**src/sv/tsfhc_pkg.sv**
```systemverilog
`default_nettype none

package tsfhc_pkg;

   typedef logic signed [7:0] temp_type;

   typedef enum logic [2:0] {
      MODE_INIT     = 3'd0,
      MODE_HI_FIRST = 3'd1,
      MODE_LO_FIRST = 3'd2,
      MODE_LO       = 3'd3,
      MODE_HI       = 3'd4,
      MODE_OFF      = 3'd5
   } mode_type;

   localparam int CSR_INDEX_BITS = 3;
   typedef logic [CSR_INDEX_BITS-1:0] csr_index_type;

   localparam csr_index_type CSR_HIGH_TO_LOW_TEMP = 3'd0;
   localparam csr_index_type CSR_LOW_TO_HIGH_TEMP = 3'd1;
   localparam csr_index_type CSR_OFF_TO_HIGH_TEMP = 3'd2;
   localparam csr_index_type CSR_STOP_TEMP        = 3'd3;
   localparam csr_index_type CSR_READY_MAX_TEMP   = 3'd4;
   localparam csr_index_type CSR_FIRST_RUN_MS     = 3'd5;
   localparam csr_index_type CSR_HIGH_HOLD_MS     = 3'd6;
   localparam csr_index_type CSR_LOW_HOLD_MS      = 3'd7;

   localparam temp_type HIGH_TO_LOW_TEMP_RST = 8'sd55;
   localparam temp_type LOW_TO_HIGH_TEMP_RST = 8'sd60;
   localparam temp_type OFF_TO_HIGH_TEMP_RST = 8'sd40;
   localparam temp_type STOP_TEMP_RST        = 8'sd35;
   localparam temp_type READY_MAX_TEMP_RST   = 8'sd85;

   localparam int FIRST_RUN_MS_RST = 5000;
   localparam int HIGH_HOLD_MS_RST = 60000;
   localparam int LOW_HOLD_MS_RST  = 10000;

endpackage

`default_nettype wire

```
**src/sv/tsfhc_if.sv**
```systemverilog
`default_nettype none

interface tsfhc_req_if;
   logic                 valid;
   logic                 ready;
   tsfhc_pkg::temp_type  temperature;

   modport source (output valid, output temperature, input ready);
   modport sink   (input valid, input temperature, output ready);
endinterface

interface tsfhc_rsp_if;
   logic        valid;
   logic        ready;
   logic        fan_high;
   logic        fan_low;
   logic        ready_res;
   logic [2:0]  mode_code;

   modport source (output valid, output fan_high, output fan_low, output ready_res,
                   output mode_code, input ready);
   modport sink   (input valid, input fan_high, input fan_low, input ready_res,
                   input mode_code, output ready);
endinterface

`default_nettype wire

```
**src/sv/two_speed_fan_hysteresis_control_core.sv**
```systemverilog
// Two-speed fan controller with hysteresis.
// req_chan carries one millisecond tick per transfer with a signed temperature;
// rsp_chan returns one result per tick: fan_high, fan_low, ready_res and the
// mode code after that tick's update. The user must write thresholds and timer
// lengths through csr_wr_en / csr_index / csr_wdata only while no tick is in
// flight; the block does not enforce this. Two register stages: a tick taken
// from req_chan is captured in the input register, updates the mode state when
// the result register can take it, and is then offered on rsp_chan. One tick
// per clock is sustained unless rsp_chan stalls; the mode, counter and command
// registers are updated once per tick and double as the result register.
// Reset (synchronous, active high) restores the default thresholds and timer
// lengths, puts the controller in init mode and empties both stages.
// When rsp_chan is stalled the result holds; one more tick is taken into the
// input register, after which req_chan.ready drops until the result moves.
`default_nettype none

module two_speed_fan_hysteresis_control_core #(
   parameter int TIMER_BITS = 16
) (
   input  wire                          clock,
   input  wire                          reset,
   tsfhc_req_if.sink                    req_chan,
   tsfhc_rsp_if.source                  rsp_chan,
   input  wire                          csr_wr_en,
   input  wire tsfhc_pkg::csr_index_type csr_index,
   input  wire [TIMER_BITS-1:0]         csr_wdata
);
   import tsfhc_pkg::*;

   localparam int CNT_BITS = TIMER_BITS + 1;

   temp_type                high_to_low_ff, low_to_high_ff, off_to_high_ff;
   temp_type                stop_ff, ready_max_ff;
   logic [TIMER_BITS-1:0]   first_run_ff, high_hold_ff, low_hold_ff;

   logic                    in_valid_ff, in_valid_in;
   temp_type                temp_ff;

   mode_type                mode_ff, mode_in;
   logic                    entry_ff, entry_in;
   logic [CNT_BITS-1:0]     tick_ff, tick_in;
   logic                    high_cmd_ff, high_cmd_in;
   logic                    low_cmd_ff, low_cmd_in;
   logic                    ready_res_ff, ready_res_in;
   logic                    rsp_valid_ff, rsp_valid_in;

   logic                    step;
   logic                    req_xfer;
   logic [CNT_BITS-1:0]     tick_inc;
   logic                    below_stop;

   assign step     = in_valid_ff && (!rsp_valid_ff || rsp_chan.ready);
   assign req_xfer = req_chan.valid && req_chan.ready;

   assign req_chan.ready     = !in_valid_ff || step;
   assign rsp_chan.valid     = rsp_valid_ff;
   assign rsp_chan.fan_high  = high_cmd_ff;
   assign rsp_chan.fan_low   = low_cmd_ff;
   assign rsp_chan.ready_res = ready_res_ff;
   assign rsp_chan.mode_code = mode_ff;

   // config registers
   always_ff @(posedge clock) begin
      if (reset) begin
         high_to_low_ff <= HIGH_TO_LOW_TEMP_RST;
         low_to_high_ff <= LOW_TO_HIGH_TEMP_RST;
         off_to_high_ff <= OFF_TO_HIGH_TEMP_RST;
         stop_ff        <= STOP_TEMP_RST;
         ready_max_ff   <= READY_MAX_TEMP_RST;
         first_run_ff   <= TIMER_BITS'(FIRST_RUN_MS_RST);
         high_hold_ff   <= TIMER_BITS'(HIGH_HOLD_MS_RST);
         low_hold_ff    <= TIMER_BITS'(LOW_HOLD_MS_RST);
      end else if (csr_wr_en) begin
         case (csr_index)
            CSR_HIGH_TO_LOW_TEMP: high_to_low_ff <= csr_wdata[7:0];
            CSR_LOW_TO_HIGH_TEMP: low_to_high_ff <= csr_wdata[7:0];
            CSR_OFF_TO_HIGH_TEMP: off_to_high_ff <= csr_wdata[7:0];
            CSR_STOP_TEMP:        stop_ff        <= csr_wdata[7:0];
            CSR_READY_MAX_TEMP:   ready_max_ff   <= csr_wdata[7:0];
            CSR_FIRST_RUN_MS:     first_run_ff   <= csr_wdata;
            CSR_HIGH_HOLD_MS:     high_hold_ff   <= csr_wdata;
            CSR_LOW_HOLD_MS:      low_hold_ff    <= csr_wdata;
            default: begin
            end
         endcase
      end
   end

   // input stage
   always_comb begin
      in_valid_in = in_valid_ff;
      if (req_xfer) begin
         in_valid_in = 1'b1;
      end else if (step) begin
         in_valid_in = 1'b0;
      end
   end

   always_ff @(posedge clock) begin
      if (reset) begin
         in_valid_ff <= 1'b0;
      end else begin
         in_valid_ff <= in_valid_in;
      end
   end

   always_ff @(posedge clock) begin
      if (req_xfer) begin
         temp_ff <= req_chan.temperature;
      end
   end

   // next mode and counter
   assign tick_inc   = (entry_ff ? '0 : tick_ff) + CNT_BITS'(1);
   assign below_stop = temp_ff < stop_ff;

   always_comb begin
      mode_in = mode_ff;
      tick_in = tick_ff;
      case (mode_ff)
         MODE_INIT: begin
            mode_in = MODE_HI_FIRST;
         end
         MODE_HI_FIRST: begin
            tick_in = tick_inc;
            if (tick_inc > {1'b0, first_run_ff}) begin
               mode_in = below_stop ? MODE_OFF : MODE_LO_FIRST;
            end
         end
         MODE_LO_FIRST: begin
            tick_in = tick_inc;
            if (tick_inc > {1'b0, first_run_ff}) begin
               if (below_stop) begin
                  mode_in = MODE_OFF;
               end else if (temp_ff > low_to_high_ff) begin
                  mode_in = MODE_HI;
               end else begin
                  mode_in = MODE_LO;
               end
            end
         end
         MODE_LO: begin
            tick_in = tick_inc;
            if (tick_inc > {1'b0, low_hold_ff}) begin
               tick_in = {1'b0, low_hold_ff};
               if (below_stop) begin
                  mode_in = MODE_OFF;
               end else if (temp_ff > low_to_high_ff) begin
                  mode_in = MODE_HI;
               end
            end
         end
         MODE_HI: begin
            tick_in = tick_inc;
            if (tick_inc > {1'b0, high_hold_ff}) begin
               tick_in = {1'b0, high_hold_ff};
               if (below_stop) begin
                  mode_in = MODE_OFF;
               end else if (temp_ff < high_to_low_ff) begin
                  mode_in = MODE_LO;
               end
            end
         end
         MODE_OFF: begin
            if (temp_ff > off_to_high_ff) begin
               mode_in = MODE_HI;
            end
         end
         default: begin
         end
      endcase
      entry_in = mode_in != mode_ff;
   end

   // fan commands
   always_comb begin
      high_cmd_in = high_cmd_ff;
      low_cmd_in  = low_cmd_ff;
      case (mode_ff)
         MODE_INIT: begin
            high_cmd_in = 1'b0;
            low_cmd_in  = 1'b0;
         end
         MODE_HI_FIRST, MODE_HI: begin
            if (entry_ff) begin
               high_cmd_in = 1'b1;
               low_cmd_in  = 1'b0;
            end
         end
         MODE_LO_FIRST, MODE_LO: begin
            if (entry_ff) begin
               high_cmd_in = 1'b0;
               low_cmd_in  = 1'b1;
            end
         end
         MODE_OFF: begin
            if (entry_ff) begin
               high_cmd_in = 1'b0;
               low_cmd_in  = 1'b0;
            end
         end
         default: begin
         end
      endcase
      ready_res_in = !(temp_ff > ready_max_ff);
   end

   always_comb begin
      rsp_valid_in = rsp_valid_ff;
      if (step) begin
         rsp_valid_in = 1'b1;
      end else if (rsp_chan.ready) begin
         rsp_valid_in = 1'b0;
      end
   end

   always_ff @(posedge clock) begin
      if (reset) begin
         mode_ff      <= MODE_INIT;
         entry_ff     <= 1'b1;
         tick_ff      <= '0;
         high_cmd_ff  <= 1'b0;
         low_cmd_ff   <= 1'b0;
         rsp_valid_ff <= 1'b0;
      end else begin
         rsp_valid_ff <= rsp_valid_in;
         if (step) begin
            mode_ff     <= mode_in;
            entry_ff    <= entry_in;
            tick_ff     <= tick_in;
            high_cmd_ff <= high_cmd_in;
            low_cmd_ff  <= low_cmd_in;
         end
      end
   end

   always_ff @(posedge clock) begin
      if (step) begin
         ready_res_ff <= ready_res_in;
      end
   end

endmodule

`default_nettype wire

```
**src/flat_wrapper.sv**
```systemverilog
// flat-port wrapper written by rule: the top's interface ports become plain ports
module two_speed_fan_hysteresis_control_core_flat import tsfhc_pkg::*;
#(
   parameter int TIMER_BITS = 16
)
  (clock, reset, csr_wr_en, csr_index, csr_wdata, req_chan_valid, req_chan_temperature, req_chan_ready, rsp_chan_valid, rsp_chan_fan_high, rsp_chan_fan_low, rsp_chan_ready_res, rsp_chan_mode_code, rsp_chan_ready);
  tsfhc_req_if req_chan_i ();
  tsfhc_rsp_if rsp_chan_i ();
  input  wire clock;
  input  wire reset;
  input  wire csr_wr_en;
  input  wire tsfhc_pkg::csr_index_type csr_index;
  input  wire [TIMER_BITS-1:0] csr_wdata;
  input wire logic [$bits(req_chan_i.valid)-1:0] req_chan_valid;
  input wire logic [$bits(req_chan_i.temperature)-1:0] req_chan_temperature;
  output wire logic [$bits(req_chan_i.ready)-1:0] req_chan_ready;
  output wire logic [$bits(rsp_chan_i.valid)-1:0] rsp_chan_valid;
  output wire logic [$bits(rsp_chan_i.fan_high)-1:0] rsp_chan_fan_high;
  output wire logic [$bits(rsp_chan_i.fan_low)-1:0] rsp_chan_fan_low;
  output wire logic [$bits(rsp_chan_i.ready_res)-1:0] rsp_chan_ready_res;
  output wire logic [$bits(rsp_chan_i.mode_code)-1:0] rsp_chan_mode_code;
  input wire logic [$bits(rsp_chan_i.ready)-1:0] rsp_chan_ready;
  assign req_chan_i.valid = req_chan_valid;
  assign req_chan_i.temperature = req_chan_temperature;
  assign req_chan_ready = req_chan_i.ready;
  assign rsp_chan_valid = rsp_chan_i.valid;
  assign rsp_chan_fan_high = rsp_chan_i.fan_high;
  assign rsp_chan_fan_low = rsp_chan_i.fan_low;
  assign rsp_chan_ready_res = rsp_chan_i.ready_res;
  assign rsp_chan_mode_code = rsp_chan_i.mode_code;
  assign rsp_chan_i.ready = rsp_chan_ready;
  two_speed_fan_hysteresis_control_core #(.TIMER_BITS(TIMER_BITS)) u_core (.clock(clock), .reset(reset), .req_chan(req_chan_i), .rsp_chan(rsp_chan_i), .csr_wr_en(csr_wr_en), .csr_index(csr_index), .csr_wdata(csr_wdata));
endmodule
```
**config.mk**
```make
export PLATFORM = sky130hd
export DESIGN_NAME = two_speed_fan_hysteresis_control_core_flat
export DESIGN_NICKNAME = d
export VERILOG_FILES = /design/src/sv/tsfhc_pkg.sv /design/src/sv/tsfhc_if.sv /design/src/sv/two_speed_fan_hysteresis_control_core.sv /design/src/flat_wrapper.sv
export SDC_FILE = /design/constraint.sdc
export NUM_CORES = 1
export LEC_CHECK = 0
export BUFFER_PORTS_ARGS = -buffer_cell sky130_fd_sc_hd__buf_2
export CAP_MARGIN = 0
export CORE_ASPECT_RATIO = 1.4
export CORE_UTILIZATION = 60
export DETAILED_ROUTE_END_ITERATION = 8
export GPL_ROUTABILITY_DRIVEN = 0
export PLACE_DENSITY = 0.78
export SETUP_SLACK_MARGIN = 0.3
export SLEW_MARGIN = 0
export SYNTH_ARGS = -nofsm -noshare
export SYNTH_HDL_FRONTEND = slang
export SYNTH_SLANG_ARGS = --single-unit
export TNS_END_PERCENT = 30
```
**constraint.sdc**
```tcl
create_clock -name clock -period 10.1 [get_ports clock]
set_input_delay 2.02 -clock clock [delete_from_list [all_inputs] [get_ports clock]]
set_output_delay 2.02 -clock clock [all_outputs]
set_load 0.05 [all_outputs]
```
==> summary.md, run 1 <==
| Metric | Value |
|---|---|
| Status | complete, no violations |
| Cell Area, Placed | 7660 um2 |
| Sum Neg Setup Slack | 0 ns |
| Count of final max-slew check failures | 0 |
| Cell count after synthesis | 945 |
| Final instance area | 8310 um2 |
| Row cnt | 47 |
| DR vias/cell | 6.03 |
| Hpwl dp | 14.5 mm |
| Combinational power share | 0.094 |
| Net switching power | 322 uW |
| Drt wl/cell | 18.0 um |
| Syn_nets | 1064 |
| Setup WS pre-CTS | 4.72 ns |
| Critical Path RT | 10.39 ns |
| Reg power frac | 0.395 |
| Fin Clk Skew | 0.00787 ns |
| TritonRoute pass-1 iters | 6 |
| Post-DRT Antenna Nets | 0 |
| Detailed-route DRC error count | 0 |
| Sequential share of the synthesized area | 0.339 |
| Via count | 6734 |
| Share of cells above drive strength 1 | 0.0825 |
| I/O pins | 40 |
| Fin crit period | 5.61 ns |
| Worst IR Drop VDD | 0.000139 V |
| Total grt overflow | 0 |
| Synth Flop Type | dfxtp_1 |
| Final Net Count | 1076 |
| CORE AREA | 12000 um2 |
| Initial core utilization | 0.622 |
| Synth unique cells | 61 |
| Vias in the first global route | 6407 |
| Worst Hold Class | flop to flop |
| Final setup violation count | 0 |
| Post-Syn Area per Cell | 7.90 um2 |
| Maximum clock rate | 178 MHz |
| Die Width | 96.3 um |
| Final period util | 0.555 |
| Clock slew at reported path FFs | 0.06 ns |
| Mapped Area | 7470 um2 |
| CP startpoint kind | flop |
| GRT Total Usage | 0.333 |
| PwrDens | 160 nW/um2 |
| Antenna violations before repair | 0 |
| Yosys reg bits | 122 |
| Hold Vio Cnt, Final | 0 |
| Switching Share | 0.243 |
| Yosys warning total | 0 |
| Pleak | 3.54 nW |
| Clock sink total | 122 |
| Largest net degree at the start of global routing | 78 |
| Final setup margin | 4.49 ns |
| Initial DRC count | 473 |
| PortBufs | 39 |
| Root Buffer | clkbuf_16 |
| Maximum root-to-sink buffer count | 2 |
| Max FO, Critical Path | 25 |
| Post-synth EDFFs | 9 |
| Post-Route WL | 20.1 mm |
| Cts bufs inserted | 17 |
| Clock share of power | 0.511 |
| First-pass GRT wire length | 32.3 mm |
| Clk_lat worst skew | 0.42 ns |
| Design internal power | 1.00 mW |
| Relative slew slack | 0.196 |
| Die area | 12900 um2 |
| Post-cts gate resize count | 0 |
| WP data arrival | 5.90 ns |
| RSZ-0062 raised after global routing | false |
| Antenna diodes | 0 |
| H-tree levels | 4 |
| Fillers | 1000 |
| CTS tree | built |
| Max-cap violations | 0 |
| Hold Buf Count CTS | 0 |
| Post-CTS setup buffers | 0 |
| Slew of the pin with the lowest slew margin | 1.20 ns |
| FFs w/ async S/R, synth | 0 |
| CP Capture Type | flop |
| Setup Crit Path Kind | flop to flop |
| Area Overhead vs Synth | 11.3% |
| Die H | 134 um |
[stage by stage]
step                hold slack, ns   util  std cells  total power [mW]
global route                 0.471  0.693       1117              1.36
floorplan                    0.436      -        945             0.617
global placement             0.441  0.638       1085             0.653
CTS                          0.455  0.693       1117              1.33
detailed placement           0.447  0.638       1085             0.656
finish                       0.453  0.693       1117              1.33
[cells by family (layout without fill, tap and decap cells)]
kind of cell	after synthesis	in the layout	synth area share
mux	10	10	0.0141
buf+inv	143	168	0.0756
xor+xnor	10	10	0.0117
compound gates	203	203	0.179
flops	122	122	0.339
fa+ha+maj	87	87	0.146
simple gates	370	370	0.235
[Yosys cell counts (all sizes together) (8+ instances only)]
master / n / area, um2
o21ai: 24 / 120
ha: 87 / 1090
a221o: 11 / 110
clkbuf: 41 / 163
nand2b: 13 / 81.3
nand2: 139 / 522
nand4: 15 / 93.8
inv: 93 / 349
dfxtp: 113 / 2260
edfxtp: 9 / 270
a221oi: 8 / 70.1
nand3b: 13 / 97.6
mux2i: 9 / 90.1
buf: 8 / 48.8
nor2: 89 / 334
a211o: 26 / 228
or3: 11 / 71.3
nand3: 26 / 130
nor2b: 18 / 113
a21oi: 87 / 435
nor3: 27 / 140
[sequential cells by signal, summed over array words and instances (netlist names), 3 cells and up]
register,count
u_core.high_hold_ff,16
u_core.ready_max_ff,8
u_core.temp_ff,8
u_core.tick_ff,17
u_core.high_to_low_ff,8
u_core.rsp_chan.mode_code,3
u_core.low_to_high_ff,8
u_core.off_to_high_ff,8
u_core.low_hold_ff,16
u_core.stop_ff,8
u_core.first_run_ff,16
[power by group through the flow]
| stage | logic [mW] | registers, mW | clock network (mW) |
|---|---|---|---|
| after global placement | 0.121 | 0.532 | 0 |
| after global routing | 0.140 | 0.525 | 0.700 |
| after detailed placement | 0.123 | 0.533 | 0 |
| after CTS | 0.124 | 0.523 | 0.681 |
| final | 0.125 | 0.523 | 0.677 |
| after floorplan | 0.0873 | 0.530 | 0 |
[layer usage]
| metal | wire, um | GRT usage | share of wire | up-vias |
|---|---|---|---|---|
| met5 | 0 | 0 | 0 | - |
| met4 | 1260 | 0.205 | 0.063 | 0 |
| met3 | 853 | 0.0573 | 0.042 | 85 |
| met2 | 10400 | 0.587 | 0.52 | 220 |
| met1 | 7620 | 0.361 | 0.38 | 3128 |
| li1 | - | - | - | 3301 |
[critical path: stages (launching register included)]
cell,delay (ns)
dfxtp_1,0.56
nor2b_1,0.41
ha_1,0.30
nand4b_4,0.13
or3_1,0.51
or3_2,0.48
a21oi_1,0.39
ha_1,0.24
nand4_1,0.15
nor3_1,0.30
a211oi_1,0.12
a22oi_1,0.46
o21a_1,0.68
nor2_1,0.42
a21oi_1,0.25
nor3_1,0.07
[cell type report]
| type | count | area, um2 | share of cell area |
|---|---|---|---|
| clock buffer | 22 | 464 | 0.0558 |
| tap | 147 | 184 | 0.0221 |
| inverter | 94 | 353 | 0.0424 |
| sequential | 122 | 2530 | 0.305 |
| multi-input combinational | 680 | 4370 | 0.526 |
| clock inverter | 10 | 190 | 0.0229 |
| timing repair buffer | 42 | 220 | 0.0265 |
[path summary, 6_finish.rpt]
path / from / to / slack, ns / cells past startpoint
min: u_core.first_run_ff[14]$_SDFFE_PP0P_ / u_core.first_run_ff[14]$_SDFFE_PP0P_ / 0.45 / 2
max reg2reg: u_core.entry_ff$_SDFFE_PP1P_ / u_core.tick_ff[5]$_SDFFE_PP0P_ / 4.49 / 15
min reg2reg: u_core.first_run_ff[14]$_SDFFE_PP0P_ / u_core.first_run_ff[14]$_SDFFE_PP0P_ / 0.45 / 2
max: u_core.entry_ff$_SDFFE_PP1P_ / u_core.tick_ff[5]$_SDFFE_PP0P_ / 4.49 / 15
[cell usage in the layout (no fill, tap or decap), types with 8 or more instances in the layout]
cell type	count
nor3_1	26
a211o_1	26
or3_1	9
edfxtp_1	9
ha_1	87
nand3b_1	13
clkbuf_16	17
nand4_1	15
a221o_1	11
nand3_1	26
inv_1	93
buf_2	38
a21oi_1	87
mux2i_1	9
nand2b_1	13
dfxtp_1	113
nand2_1	139
nor2b_1	18
o21ai_0	24
nor2_1	89
a221oi_1	8
Power figures use the tool's default switching activity.
==> run 2, diff against run 1 <==
--- a/config.mk
+++ b/config.mk
@@ -8,10 +8,10 @@
 export BUFFER_PORTS_ARGS = -buffer_cell sky130_fd_sc_hd__buf_2
 export CAP_MARGIN = 0
 export CORE_ASPECT_RATIO = 1.4
-export CORE_UTILIZATION = 60
+export CORE_UTILIZATION = 56
 export DETAILED_ROUTE_END_ITERATION = 8
 export GPL_ROUTABILITY_DRIVEN = 0
-export PLACE_DENSITY = 0.78
+export PLACE_DENSITY = 0.77
 export SETUP_SLACK_MARGIN = 0.3
 export SLEW_MARGIN = 0
 export SYNTH_ARGS = -nofsm -noshare
==> constraint.sdc (replaced) <==
create_clock -name clock -period 4.8 [get_ports clock]
set_input_delay 0.96 -clock clock [delete_from_list [all_inputs] [get_ports clock]]
set_output_delay 0.96 -clock clock [all_outputs]
set_load 0.05 [all_outputs]
==> summary.md, run 2 (synthesis gave the netlist of run 1 again) <==
| Metric | Value |
|---|---|
| Status | complete, no violations |
| I/O pins | 40 |
| Root Buffer | clkbuf_16 |
| CORE AREA | 12900 um2 |
| Final setup violation count | 0 |
| Clk_lat worst skew | 0.42 ns |
| Final instance area | 8400 um2 |
| Switching Share | 0.247 |
| Critical Path RT | 5.11 ns |
| Final period util | 0.903 |
| Die area | 13800 um2 |
| CTS tree | built |
| Slew of the pin with the lowest slew margin | 1.10 ns |
| Largest net degree at the start of global routing | 62 |
| DR vias/cell | 5.84 |
| Fin Clk Skew | 0.00560 ns |
| Largest register FFs | 17 |
| Antenna diodes | 0 |
| Clock sink total | 122 |
| Die Width | 99.6 um |
| Hpwl dp | 14.3 mm |
| Hold Slack | 0.454 ns |
| Slowest-stage cell, CP | nor3_1 |
| Net switching power | 666 uW |
| Row cnt | 49 |
| Setup WS pre-CTS | 0.195 ns |
| Crit-path max cell delay | 0.51 ns |
| R2R cell count | 15 |
| Worst Hold Class | flop to flop |
| Clock share of power | 0.494 |
| Post-CTS setup buffers | 0 |
| Most common cell after layout, fill and taps aside | nand2_1 |
| Setup crit end | u_core.tick_ff[15]$_SDFFE_PP0P_ |
| Combinational power share | 0.098 |
| GRT Total Usage | 0.293 |
| Crit path cell chain | nor2b_1 > nand4_1 > nor3_1 > nand4_1 > xnor2_1 > ha_1 > a21oi_1 > a21boi_0 > a2111oi_2 > a21oi_2 > o21ba_4 > nor2_1 > buf_4 > nand2_1 > a221oi_1 |
| Area Overhead vs Synth | 12.6% |
| Antenna violations before repair | 0 |
| Vias in the first global route | 6429 |
| Clock slew at reported path FFs | 0.05 ns |
| Cell Area, Placed | 7730 um2 |
| Detailed-route DRC error count | 0 |
| Relative slew slack | 0.264 |
| Worst IR Drop VDD | 0.000275 V |
| RSZ-0062 raised after global routing | false |
| FF-to-FF Start | u_core.tick_ff[2]$_SDFFE_PP0P_ |
| Final setup margin | 0.464 ns |
| Cts bufs inserted | 17 |
| CP startpoint kind | flop |
| Hold Vio Cnt, Final | 0 |
| Sum Neg Setup Slack | 0 ns |
| First-pass GRT wire length | 31.5 mm |
| Final core occ | 0.650 |
| PwrDens | 321 nW/um2 |
| CP Capture Type | flop |
| Via count | 6737 |
| Setup Crit Path Kind | flop to flop |
| Maximum clock rate | 231 MHz |
| FF-to-FF setup slack | 0.46 ns |
| Total grt overflow | 0 |
| Final Net Count | 1081 |
| Max FO, Critical Path | 20 |
| TritonRoute pass-1 iters | 5 |
| PortBufs | 39 |
| Hold Buf Count CTS | 0 |
| Pleak | 3.56 nW |
| WP data arrival | 4.65 ns |
| Commonest cells after routing, fill and taps aside | nand2_1, dfxtp_1, inv_1, nor2_1, ha_1 |
| Post-Route WL | 19.4 mm |
| H-tree levels | 4 |
| Design internal power | 2.03 mW |
| Reg power frac | 0.407 |
| Count of final max-slew check failures | 0 |
| Initial core utilization | 0.577 |
| FF-to-FF End | u_core.tick_ff[15]$_SDFFE_PP0P_ |
| Maximum root-to-sink buffer count | 2 |
| Crit path launch | u_core.tick_ff[2]$_SDFFE_PP0P_ |
| Post-DRT Antenna Nets | 0 |
| Initial DRC count | 369 |
| Drt wl/cell | 16.9 um |
| Register name with the most flops | u_core.tick_ff |
| Crit path top cell by count | nand4_1 |
| Max-cap violations | 0 |
| Die H | 139 um |
| Fin crit period | 4.34 ns |
| Share of cells above drive strength 1 | 0.0985 |
==> run 2: per-layer routing <==
layer  GRT usage  vias up  part of all wire
met5           0        -                 0
met4       0.162        0             0.051
met3      0.0474       65             0.050
met2       0.527      233              0.51
met1       0.324     3127              0.39
li1            -     3312                 -
==> run 2: metrics by stage <==
step / std cells / power (mW)
6_report: 1153 / 2.70
5_1_grt: 1153 / 2.78
4_1_cts: 1153 / 2.70
3_5_place_dp: 1121 / 1.38
3_3_place_gp: 1121 / 1.37
2_1_floorplan: 945 / 1.30
==> run 2: worst min path at each step <==
stage | startpoint | slack, ns | endpoint | depth (start not counted)
final | u_core.first_run_ff[11]$_SDFFE_PP0P_ | 0.45 | u_core.first_run_ff[11]$_SDFFE_PP0P_ | 2
after global routing | u_core.low_to_high_ff[1]$_SDFFE_PP0P_ | 0.46 | u_core.low_to_high_ff[1]$_SDFFE_PP0P_ | 2
after CTS | u_core.off_to_high_ff[7]$_SDFFE_PP0P_ | 0.46 | u_core.off_to_high_ff[7]$_SDFFE_PP0P_ | 2
after detailed placement | u_core.off_to_high_ff[4]$_SDFFE_PP0P_ | 0.45 | u_core.off_to_high_ff[4]$_SDFFE_PP0P_ | 2
after global placement | u_core.off_to_high_ff[6]$_SDFFE_PP0P_ | 0.44 | u_core.off_to_high_ff[6]$_SDFFE_PP0P_ | 2
after floorplan | u_core.first_run_ff[10]$_SDFFE_PP0P_ | 0.44 | u_core.first_run_ff[10]$_SDFFE_PP0P_ | 2
==> run 2: what timing repair did <==
action,in CTS,in global routing
endpoints found under the setup margin,16,20
gates cloned,0,0
gates resized for setup,1,10
pin swaps,0,1
==> run 2: critical path: cells and delay by family, from the launching register on <==
family | cells | cell delay [ns]
AO/OA/AOI/OAI | 6 | 1.47
adder cells (fa/ha/maj) | 1 | 0.36
AND/OR/NAND/NOR | 6 | 1.31
buffers and inverters | 1 | 0.19
XOR/XNOR | 1 | 0.46
flip-flops | 1 | 0.43
==> run 2: cell type report <==
cell class | instances | area, um2
Clock buffer | 21 | 480
Fill cell | 1102 | 4530
Tap cell | 178 | 223
Multi-Input combinational cell | 680 | 4420
Inverter | 94 | 353
Timing Repair Buffer | 47 | 258
Clock inverter | 11 | 141
Sequential cell | 122 | 2530
==> run 2: power by group through the flow <==
stage | clock, mW | sequential [mW] | combinational [mW]
6_report | 1.33 | 1.10 | 0.266
5_1_grt | 1.38 | 1.10 | 0.296
4_1_cts | 1.34 | 1.10 | 0.263
3_5_place_dp | 0 | 1.12 | 0.260
3_3_place_gp | 0 | 1.12 | 0.255
2_1_floorplan | 0 | 1.11 | 0.184
